**config.mk**
```make
export PLATFORM = sky130hd
export DESIGN_NAME = text_encoding_sniffer_top
export DESIGN_NICKNAME = d
export VERILOG_FILES = /design/src/hw/rtl/tes_pkg.sv /design/src/hw/rtl/tes_utf8_check.sv /design/src/hw/rtl/text_encoding_sniffer_top.sv
export SDC_FILE = /design/constraint.sdc
export NUM_CORES = 1
export LEC_CHECK = 0
export BUFFER_PORTS_ARGS = -buffer_cell sky130_fd_sc_hd__buf_2
export CELL_PAD_IN_SITES_DETAIL_PLACEMENT = 0
export CELL_PAD_IN_SITES_GLOBAL_PLACEMENT = 1
export CORE_UTILIZATION = 35
export CTS_BUF_LIST = sky130_fd_sc_hd__clkbuf_8
export DETAILED_ROUTE_END_ITERATION = 12
export MAX_ROUTING_LAYER = met4
export PLACE_DENSITY = 0.62
export SLEW_MARGIN = 20
export SYNTH_ARGS = -nofsm -noshare
export SYNTH_HDL_FRONTEND = slang
export SYNTH_SLANG_ARGS = --single-unit
```
**constraint.sdc**
```tcl
create_clock -name clk -period 2.87 [get_ports clk]
set_input_delay 0.4305 -clock clk [delete_from_list [all_inputs] [get_ports clk]]
set_output_delay 0.4305 -clock clk [all_outputs]
set_load 0.02 [all_outputs]
```
**src/hw/rtl/tes_pkg.sv**
```systemverilog
// Shared types and constants for the text encoding sniffer.
package tes_pkg;

  localparam int ByteW = 8;
  localparam int EncW  = 4;
  localparam int BomW  = 3;
  localparam int CntW  = 3;
  localparam int LeadN = 4;

  localparam logic [CntW-1:0] SeenMax = 3'd5;

  localparam logic [EncW-1:0] ENC_ANSI    = 4'd0;
  localparam logic [EncW-1:0] ENC_WIN1252 = 4'd1;
  localparam logic [EncW-1:0] ENC_UTF8    = 4'd2;
  localparam logic [EncW-1:0] ENC_UTF16BE = 4'd3;
  localparam logic [EncW-1:0] ENC_UTF16LE = 4'd4;
  localparam logic [EncW-1:0] ENC_UTF32BE = 4'd5;
  localparam logic [EncW-1:0] ENC_UTF32LE = 4'd6;
  localparam logic [EncW-1:0] ENC_SCSU    = 4'd7;
  localparam logic [EncW-1:0] ENC_BOCU1   = 4'd8;

  // Allowed range of the next continuation byte.
  typedef enum logic [2:0] {
    RNG_80_BF = 3'd0,
    RNG_A0_BF = 3'd1,
    RNG_80_9F = 3'd2,
    RNG_90_BF = 3'd3,
    RNG_80_8F = 3'd4
  } range_kind_t;

  // Validator verdict handed to the BOM/result logic.
  typedef struct packed {
    logic invalid;   // blob fails strict UTF-8, truncation included
  } u8_status_t;

endpackage

```
**src/hw/rtl/tes_utf8_check.sv**
```systemverilog
// Strict UTF-8 validator: one byte per enable, clears on the last byte.
module tes_utf8_check (
  input  logic                       clk,
  input  logic                       rst,
  input  logic                       en,
  input  logic [tes_pkg::ByteW-1:0]  data,
  input  logic                       last,
  output tes_pkg::u8_status_t        status
);

  logic [1:0]           cont;
  logic [1:0]           cont_next;
  tes_pkg::range_kind_t kind;
  tes_pkg::range_kind_t kind_next;
  logic                 invalid;
  logic                 invalid_next;
  logic                 zero_seen;
  logic                 zero_seen_next;
  logic                 cont_ok;

  always_comb begin
    case (kind)
      tes_pkg::RNG_A0_BF: cont_ok = (data inside {[8'ha0:8'hbf]});
      tes_pkg::RNG_80_9F: cont_ok = (data inside {[8'h80:8'h9f]});
      tes_pkg::RNG_90_BF: cont_ok = (data inside {[8'h90:8'hbf]});
      tes_pkg::RNG_80_8F: cont_ok = (data inside {[8'h80:8'h8f]});
      default:            cont_ok = (data inside {[8'h80:8'hbf]});
    endcase
  end

  always_comb begin
    cont_next      = cont;
    kind_next      = kind;
    invalid_next   = invalid;
    zero_seen_next = zero_seen;
    if (!invalid && !zero_seen) begin
      if (cont != 2'd0) begin
        if (!cont_ok) begin
          invalid_next = 1'b1;
        end else begin
          cont_next = cont - 2'd1;
          kind_next = tes_pkg::RNG_80_BF;
        end
      end else if (data == 8'h00) begin
        zero_seen_next = 1'b1;
      end else if (data inside {8'h09, 8'h0a, 8'h0d, [8'h20:8'h7e]}) begin
        // plain ASCII
      end else if (data inside {[8'hc2:8'hdf]}) begin
        cont_next = 2'd1;
        kind_next = tes_pkg::RNG_80_BF;
      end else if (data == 8'he0) begin
        cont_next = 2'd2;
        kind_next = tes_pkg::RNG_A0_BF;
      end else if (data == 8'hed) begin
        cont_next = 2'd2;
        kind_next = tes_pkg::RNG_80_9F;
      end else if (data inside {[8'he1:8'hef]}) begin
        cont_next = 2'd2;
        kind_next = tes_pkg::RNG_80_BF;
      end else if (data == 8'hf0) begin
        cont_next = 2'd3;
        kind_next = tes_pkg::RNG_90_BF;
      end else if (data inside {[8'hf1:8'hf3]}) begin
        cont_next = 2'd3;
        kind_next = tes_pkg::RNG_80_BF;
      end else if (data == 8'hf4) begin
        cont_next = 2'd3;
        kind_next = tes_pkg::RNG_80_8F;
      end else begin
        invalid_next = 1'b1;
      end
    end
  end

  // A sequence cut short by the end of the blob is invalid.
  assign status.invalid = invalid_next | (!zero_seen_next && (cont_next != 2'd0));

  always_ff @(posedge clk) begin
    if (rst) begin
      cont      <= 2'd0;
      kind      <= tes_pkg::RNG_80_BF;
      invalid   <= 1'b0;
      zero_seen <= 1'b0;
    end else if (en) begin
      if (last) begin
        cont      <= 2'd0;
        kind      <= tes_pkg::RNG_80_BF;
        invalid   <= 1'b0;
        zero_seen <= 1'b0;
      end else begin
        cont      <= cont_next;
        kind      <= kind_next;
        invalid   <= invalid_next;
        zero_seen <= zero_seen_next;
      end
    end
  end

`ifndef SYNTHESIS
  a_zero_no_pending: assert property (@(posedge clk) disable iff (rst)
    zero_seen |-> cont == 2'd0)
    else $error("zero byte stop with continuation pending");

  a_kind_needs_cont: assert property (@(posedge clk) disable iff (rst)
    kind != tes_pkg::RNG_80_BF |-> cont >= 2'd2)
    else $error("narrow range kind without a lead byte pending");

  a_clear_after_last: assert property (@(posedge clk) disable iff (rst)
    en && last |=> cont == 2'd0 && !invalid && !zero_seen)
    else $error("validator state not cleared after last byte");
`endif

endmodule

```
**src/hw/rtl/text_encoding_sniffer_top.sv**
```systemverilog
// Top level of the text encoding sniffer: BOM check, UTF-8 verdict, result register.
//
//  channel | signals                          | moves
//  --------+----------------------------------+--------------------------------
//  in      | in_valid in_ready data_byte      | one blob byte per transaction
//          | last_byte                        |
//  out     | out_valid out_ready              | one result per blob, after its
//          | encoding_code bom_length         | last byte
//
// One byte per cycle sustained: a byte sits in the input register while the
// validator and BOM compare update, then the result register takes the verdict
// of a last byte. Reset clears the valid flags and the blob and validator state;
// a last byte returns that blob and validator state to its reset value.
// in_ready drops only while a last byte waits for a result register still held
// by out_ready low; ordinary bytes never stall.
module text_encoding_sniffer_top (
  input  logic                        clk,
  input  logic                        rst,
  input  logic                        in_valid,
  output logic                        in_ready,
  input  logic [tes_pkg::ByteW-1:0]   data_byte,
  input  logic                        last_byte,
  output logic                        out_valid,
  input  logic                        out_ready,
  output logic [tes_pkg::EncW-1:0]    encoding_code,
  output logic [tes_pkg::BomW-1:0]    bom_length
);

  logic                       s1_valid;
  logic [tes_pkg::ByteW-1:0]  s1_byte;
  logic                       s1_last;
  logic                       adv;

  logic [tes_pkg::CntW-1:0]   bytes_seen;
  logic [tes_pkg::CntW-1:0]   bytes_seen_next;
  logic [tes_pkg::ByteW-1:0]  lead [tes_pkg::LeadN];
  logic [tes_pkg::ByteW-1:0]  lead_next [tes_pkg::LeadN];
  logic                       high_seen;
  logic                       high_seen_next;

  tes_pkg::u8_status_t        u8_status;

  logic                       m_utf8, m_16be, m_16le, m_32be, m_32le, m_scsu, m_bocu;
  logic [tes_pkg::EncW-1:0]   enc_next;
  logic [tes_pkg::BomW-1:0]   bom_next;

  // A last byte advances only when the result register is free.
  assign adv      = s1_valid && (!s1_last || !out_valid || out_ready);
  assign in_ready = !s1_valid || adv;

  always_ff @(posedge clk) begin
    if (rst) begin
      s1_valid <= 1'b0;
    end else if (in_ready) begin
      s1_valid <= in_valid;
    end
  end

  always_ff @(posedge clk) begin
    if (in_valid && in_ready) begin
      s1_byte <= data_byte;
      s1_last <= last_byte;
    end
  end

  tes_utf8_check u_utf8 (
    .clk    (clk),
    .rst    (rst),
    .en     (adv),
    .data   (s1_byte),
    .last   (s1_last),
    .status (u8_status)
  );

  assign bytes_seen_next = (bytes_seen == tes_pkg::SeenMax) ? bytes_seen
                                                            : bytes_seen + 3'd1;
  assign high_seen_next  = high_seen | s1_byte[tes_pkg::ByteW-1];

  always_comb begin
    for (int i = 0; i < tes_pkg::LeadN; i++) begin
      lead_next[i] = (bytes_seen == 3'(i)) ? s1_byte : lead[i];
    end
  end

  always_comb begin
    m_utf8 = (bytes_seen_next >= 3'd3) && lead_next[0] == 8'hef &&
             lead_next[1] == 8'hbb && lead_next[2] == 8'hbf;
    m_16be = (bytes_seen_next >= 3'd2) && lead_next[0] == 8'hfe && lead_next[1] == 8'hff;
    m_16le = (bytes_seen_next >= 3'd2) && lead_next[0] == 8'hff && lead_next[1] == 8'hfe;
    m_32be = (bytes_seen_next >= 3'd4) && lead_next[0] == 8'h00 &&
             lead_next[1] == 8'h00 && lead_next[2] == 8'hfe && lead_next[3] == 8'hff;
    m_32le = (bytes_seen_next >= 3'd4) && lead_next[0] == 8'hff &&
             lead_next[1] == 8'hfe && lead_next[2] == 8'h00 && lead_next[3] == 8'h00;
    m_scsu = (bytes_seen_next >= 3'd3) && lead_next[0] == 8'h0e &&
             lead_next[1] == 8'hfe && lead_next[2] == 8'hff;
    m_bocu = (bytes_seen_next >= 3'd3) && lead_next[0] == 8'hfb &&
             lead_next[1] == 8'hee && lead_next[2] == 8'h28;
  end

  always_comb begin
    bom_next = 3'd0;
    if (m_utf8) begin
      enc_next = tes_pkg::ENC_UTF8;    bom_next = 3'd3;
    end else if (m_16be) begin
      enc_next = tes_pkg::ENC_UTF16BE; bom_next = 3'd2;
    end else if (m_16le) begin
      enc_next = tes_pkg::ENC_UTF16LE; bom_next = 3'd2;
    end else if (m_32be) begin
      enc_next = tes_pkg::ENC_UTF32BE; bom_next = 3'd4;
    end else if (m_32le) begin
      enc_next = tes_pkg::ENC_UTF32LE; bom_next = 3'd4;
    end else if (m_scsu) begin
      enc_next = tes_pkg::ENC_SCSU;    bom_next = 3'd3;
    end else if (m_bocu) begin
      enc_next = tes_pkg::ENC_BOCU1;   bom_next = 3'd3;
    end else if (!u8_status.invalid) begin
      enc_next = tes_pkg::ENC_UTF8;
    end else if (high_seen_next) begin
      enc_next = tes_pkg::ENC_WIN1252;
    end else begin
      enc_next = tes_pkg::ENC_ANSI;
    end
  end

  // Advance blob state; drop it back to reset on the last byte.
  always_ff @(posedge clk) begin
    if (rst) begin
      bytes_seen <= 3'd0;
      high_seen  <= 1'b0;
      for (int i = 0; i < tes_pkg::LeadN; i++) lead[i] <= 8'h00;
    end else if (adv) begin
      if (s1_last) begin
        bytes_seen <= 3'd0;
        high_seen  <= 1'b0;
        for (int i = 0; i < tes_pkg::LeadN; i++) lead[i] <= 8'h00;
      end else begin
        bytes_seen <= bytes_seen_next;
        high_seen  <= high_seen_next;
        for (int i = 0; i < tes_pkg::LeadN; i++) lead[i] <= lead_next[i];
      end
    end
  end

  always_ff @(posedge clk) begin
    if (rst) begin
      out_valid <= 1'b0;
    end else if (adv && s1_last) begin
      out_valid <= 1'b1;
    end else if (out_ready) begin
      out_valid <= 1'b0;
    end
  end

  always_ff @(posedge clk) begin
    if (adv && s1_last) begin
      encoding_code <= enc_next;
      bom_length    <= bom_next;
    end
  end

`ifndef SYNTHESIS
  a_bom_implies_marked: assert property (@(posedge clk) disable iff (rst)
    out_valid && bom_length != 3'd0 |-> encoding_code >= tes_pkg::ENC_UTF8)
    else $error("bom length with an unmarked encoding");

  a_no_bom_plain: assert property (@(posedge clk) disable iff (rst)
    out_valid && bom_length == 3'd0 |-> encoding_code <= tes_pkg::ENC_UTF8)
    else $error("marked encoding without bom length");

  a_last_gives_result: assert property (@(posedge clk) disable iff (rst)
    adv && s1_last |=> out_valid && bytes_seen == 3'd0)
    else $error("last byte did not produce a result or clear state");

  a_seen_bound: assert property (@(posedge clk) disable iff (rst)
    bytes_seen <= tes_pkg::SeenMax)
    else $error("byte count past saturation");
`endif

endmodule
```
### Word level (Yosys, flattened, before mapping)

Memories as Yosys holds them, arrays and structs flattened.
Index checks and enable logic that the tools add are counted.

* flip-flop bits (word level): 29
* bits in writable memories: 32
* input bits: 13
* memories kept: 1

Memories
* lead: words 4, bits a word 8, read ports 4, clocked after Yosys merged registers in 0, wr ports 4, RTL line text_encoding_sniffer_top.sv:36 `logic [tes_pkg::ByteW-1:0] lead [tes_pkg::LeadN];`

* add/subtract/negate cells: 2
* order comparisons: 17
* eq/ne operators: 32
* muxes and demuxes: 85
* bitwise gates (word level): 10
* reduce and logical (&&, ||, !) cells: 60

Operator list (count)
* $eq 8x8->1 const B: 16
* $mux 8: 12
* $mux 3: 21
* $ge 8x8->1 const B: 6
* $le 8x8->1 const B: 6
* $logic_not 8->1: 5
* $logic_and 1x1->1: 35
* $mux 1: 34
* $eq 8x4->1 const B: 4
* $mux 2: 16
* $eq 3x2->1 const B: 4
* $or 1x1->1: 10
* $ne 3x2->1 const B: 3
* $reduce_bool 9->1: 1
* $eq 8x6->1 const B: 1
* $ge 8x6->1 const B: 1
* $le 8x7->1 const B: 1
* $reduce_bool 2->1: 4
* $eq 3x1->1 const B: 2
* $eq 3x3->1 const B: 2
* $ge 3x2->1 const B: 2
* $logic_not 1->1: 6
* $reduce_and 6->1: 1
* $reduce_or 6->1: 1
* 10 further kinds: 12

### Depth between registers and ports, before layout

* word-level depth: 22
* gate-level depth with buffers: 11
* depth with buffers taken out: 9

### By module

From an unflattened synthesis, not the netlist that was laid out.

* cell total of the unflattened synthesis: 409
* area, all modules: 3733.6 µm²

By module, submodules not included
* text_encoding_sniffer_top: instances 1, cells each 312, area each 3012.9 µm², sequential area each 1481.4 µm²
* tes_utf8_check: instances 1, cells each 97, area each 720.7 µm², sequential area each 140.1 µm²

### Worst setup path after synthesis

No wires, ideal clock.

* path kind: register to register
* start: register bytes_seen[0] (netlist name)
* end: register encoding_code[1] (netlist name), data pin
* data arrival time: 2.183 ns
* required time: 2.609 ns
* setup slack: 0.427 ns
* cell stages (with the launch flop): 11
* period minus slack after synthesis: 2.443 ns
* cells stage by stage: dfxtp_1 -> inv_1 -> ha_1 -> nand2b_1 -> buf_6 -> mux2i_4 -> o21ai_2 -> or4_4 -> nor4_4 -> nand2b_1 -> o21ai_1

* word-level cells in the longest chain between the ends: 11
* elaborated cells on any way between the ends: 59
* those cells by class: add/sub: 1; order compare: 3; eq/ne: 18; mux: 10; reduce/logical: 27

Ends and longest elaborated chain
* start: declaration: RTL line text_encoding_sniffer_top.sv:34 `logic [tes_pkg::CntW-1:0] bytes_seen;`
* start signal: assignment: RTL line text_encoding_sniffer_top.sv:137 `bytes_seen <= bytes_seen_next;`
* $add 3x1->3, or another cell as far along: RTL line text_encoding_sniffer_top.sv:76 `: bytes_seen + 3'd1;`
* $mux 3 or $mux 8 (tied branches): RTL line text_encoding_sniffer_top.sv:75, text_encoding_sniffer_top.sv:81
* $ge 3x2->1 or $eq 8x8->1 (tied branches): RTL line text_encoding_sniffer_top.sv:86, text_encoding_sniffer_top.sv:94, text_encoding_sniffer_top.sv:96
* $logic_and 1x1->1 (2 in a row): RTL line text_encoding_sniffer_top.sv:96 `m_bocu = (bytes_seen_next >= 3'd3) && lead_next[0] == 8'hfb &&`
* $logic_and 1x1->1: RTL line text_encoding_sniffer_top.sv:97 `lead_next[1] == 8'hee && lead_next[2] == 8'h28;`
* $mux 4: RTL line text_encoding_sniffer_top.sv:114 `end else if (m_bocu) begin`
* $mux 3: RTL line text_encoding_sniffer_top.sv:112 `end else if (m_scsu) begin`
* $mux 3: RTL line text_encoding_sniffer_top.sv:110 `end else if (m_32le) begin`
* $mux 3: RTL line text_encoding_sniffer_top.sv:108 `end else if (m_32be) begin`
* $mux 3: RTL line text_encoding_sniffer_top.sv:106 `end else if (m_16le) begin`
* end signal: assignment: RTL line text_encoding_sniffer_top.sv:156 `encoding_code <= enc_next;`
* end: declaration: RTL line text_encoding_sniffer_top.sv:25 `output logic [tes_pkg::EncW-1:0] encoding_code,`

Several ways; a longest one is shown, not always the timed one.
A chain may end at the register's enable or synchronous reset.

### Final worst setup path

* start: register bytes_seen[1] (netlist name)
* end: register encoding_code[1] (netlist name), data pin

The elaborated chain is that of the path after synthesis.

==> impl_metrics.env <==
export IMPL_worstSetupEndpointType="register"
export IMPL_layout_min_cycle_time_ns=2.681
export IMPL_cts_htree_levels=3
export IMPL_syn_to_final_growth_pct=15.17
export IMPL_drtPass1Iterations=5
export IMPL_skew_ns=0.006728
export IMPL_io_pins=22
export IMPL_antenna_found_initial=0
export IMPL_ys_types=76
export IMPL_synth_edff_count=40
export IMPL_clock_root_buffer="clkbuf_8"
export IMPL_irDropWorstVdd_uv=238.8
export IMPL_fin_ws_ns=0.1889
export IMPL_finalNetCount=445
export IMPL_insertedDiodeCount=0
export IMPL_numCtsBuffers=9
export IMPL_critPathMaxFanout=10
export IMPL_grt_use_total_pct=20.51
export IMPL_wl_um=10310
export IMPL_drc=0
export IMPL_p_leak_nw=1.557
export IMPL_slew_headroom_pct=40.67
export IMPL_yosys_warnings=0
export IMPL_power_density_nw_per_um2=477.6
export IMPL_hold_path_class="in -> reg"
export IMPL_grt_max_degree=27
export IMPL_wl_per_cell_um=18.19
export IMPL_start_util_pct=35.87
export IMPL_max_freq_mhz=373.0
export IMPL_holdWs_ns=0.2539
export IMPL_routed_via_density=5.460
export IMPL_netlist_instances=394
export IMPL_timing_final_crit_share_pct=93.42
export IMPL_cp_start_kind="register"
export IMPL_core_area_um2=10280
export IMPL_vias=3096
export IMPL_die_h_um=104.6
export IMPL_cp_arrival_ns=2.77
export IMPL_fillers=1047
export IMPL_ys_flop_type="edfxtp_1"
export IMPL_tightest_slew_ns=0.8858
export IMPL_cts_tree="done"
export IMPL_grt_pass1_wl_um=16780
export IMPL_drive_gt1_share_pct=20.42
export IMPL_ys_seq_elements=61
export IMPL_yosysMostFrequentCell="nor2_1"
export IMPL_clockBufferDepth=2
export IMPL_yosysTopAreaCell="edfxtp_1"
export IMPL_multiInputGateArea_um2=1893
export IMPL_drtIter0Drc=170
export IMPL_grt_pass1_vias=2995
export IMPL_postCtsSetupBuffers=0
export IMPL_cp_required_ns=2.96
export IMPL_synth_top_area_share_pct=32.59
export IMPL_syn_area_um2=3686
export IMPL_path_class="reg -> reg"
export IMPL_synthTopCellsByArea="edfxtp_1 33%, dfxtp_1 11%, nor2_1 5.3%"
export IMPL_hold_path_depth=1
export IMPL_setup_tns_final_ns=0
export IMPL_hpwl_um=7411
export IMPL_maxCapViolCount=0
export IMPL_setup_viol_count_final=0
export IMPL_drv_slew=0
export IMPL_async_reset_ff_share_pct=0
export IMPL_drtAntennaViolNets=0
export IMPL_placementRows=37
export IMPL_dieWidth_um=104.6
export IMPL_final_seq_area_um2=1623
export IMPL_grt_overflow=0
export IMPL_place_congestion=0.9132
export IMPL_ys_seq_area_share_pct=43.99
export IMPL_cts_reportedPaths_clkPinSlew_ns=0.08
export IMPL_clock_sinks=61
export IMPL_placement_io_buffers=21
export IMPL_clock_latency_ns=0.34
export IMPL_synth_common_cells="52 x nor2_1, 40 x edfxtp_1, 37 x nand2_1"
export IMPL_synth_nets=413
export IMPL_avgSynthCellArea_um2=9.355
export IMPL_rsz0062_at_grt="no"
export IMPL_dieArea_um2=10950
export IMPL_hold_viol=0
export IMPL_preCtsSetupSlack_ns=0.09411
export IMPL_worstRegToRegCells=10
export IMPL_outcome="completed"
[registers in the layout, indices dropped and copies added (netlist names)]
name              count
u_utf8.cont           2
lead                 32
u_utf8.kind           3
high_seen             1
s1_byte               8
s1_valid              1
bom_length            3
s1_last               1
u_utf8.invalid        1
encoding_code         4
bytes_seen            3
u_utf8.zero_seen      1
out_valid             1
[what timing repair did]
| action | 4_1_cts | 5_1_grt |
|---|---|---|
| hold buffers | 0 | 0 |
| gates resized for setup | 0 | 5 |
| endpoints found under the setup margin | 0 | 2 |
[cell usage in the layout (no fill, tap or decap), types with 2 or more instances in the layout]
master / count
nor2_1: 52
edfxtp_1: 40
nand2_1: 37
buf_4: 26
buf_2: 21
dfxtp_1: 20
a21oi_1: 19
inv_1: 16
o21ai_0: 16
mux2i_1: 14
nand3_1: 11
a22oi_1: 11
clkbuf_8: 9
nor3_1: 8
nor2b_1: 7
a31oi_1: 7
a211oi_1: 7
nand2b_1: 6
ha_1: 6
nor4_1: 5
nand4_1: 4
or2_2: 4
or4_1: 4
and2_1: 3
nand3b_1: 3
o2bb2ai_1: 3
and4b_1: 3
clkinvlp_4: 3
and4_1: 2
mux2_2: 2
mux2i_4: 2
or4_4: 2
o21bai_1: 2
o22ai_1: 2
o21a_1: 2
nor4b_1: 2
a2111oi_0: 2
o21ai_1: 2
nor3b_1: 2
or3_1: 2
[cell type report]
class / count / area share [%]
clock buffers: 9 / 2.918
clock inverters: 7 / 1.768
inverters: 16 / 1.415
multi-input cells: 291 / 44.59
flip-flops and latches: 61 / 38.23
well taps: 136 / 4.008
repair buffers: 47 / 7.073
[worst paths after layout]
path	startpoint	end	slack [ns]
max	bytes_seen[1]$_SDFFE_PP0P_	encoding_code[1]$_SDFFCE_PP1P_	0.19
min	last_byte	s1_last$_DFFE_PP_	0.25
max reg2reg	bytes_seen[1]$_SDFFE_PP0P_	encoding_code[1]$_SDFFCE_PP1P_	0.19
min reg2reg	high_seen$_SDFFE_PP0P_	high_seen$_SDFFE_PP0P_	0.48
[where the power goes]
| part | switching, W | leakage (nW) | internal [W] |
|---|---|---|---|
| combinational | 0.000154 | 0.879 | 0.0000918 |
| clock | 0.000382 | 0.0918 | 0.000403 |
| sequential | 0.0000262 | 0.586 | 0.000971 |
[per-layer routing]
metal  vias up  wire length, µm  track usage [%]
met4         0              135            6.137
met3        12              404            3.493
met5         -                0                -
met1      1468             5051            27.95
li1       1535                -                -
met2        81             4722            31.22
[per-stage QoR]
stage	cell area, µm²	instances	total power, W	util [%]
3_3_place_gp	4023	551	0.001257	39.14
5_1_grt	4245	567	0.002123	41.31
3_5_place_dp	4023	551	0.001258	39.14
4_1_cts	4222	567	0.002043	41.08
2_1_floorplan	3686	394	0.001174	-
6_report	4245	567	0.002028	41.31
[critical path, stage by stage (launching register included)]
cell and delay (ns):
dfxtp_1 0.35, inv_1 0.09, ha_1 0.22, nor2b_1 0.18, buf_4 0.22, mux2i_4 0.27, nand4_1 0.10, or4_4 0.44
nor4_4 0.35, nand2b_1 0.15, o21ai_1 0.05
[cells by family (layout without fill, tap and decap cells)]
logic type,Yosys count,in the layout,synth area share [%]
AO/OA/AOI/OAI,96,96,18.06
XOR/XNOR,1,1,0.2377
adder cells (fa/ha/maj),6,6,2.037
buffers and inverters,42,79,5.261
flip-flops,61,61,43.99
multiplexers,19,19,6.042
AND/OR/NAND/NOR,169,169,24.37
(Power assumes the default switching activity.)
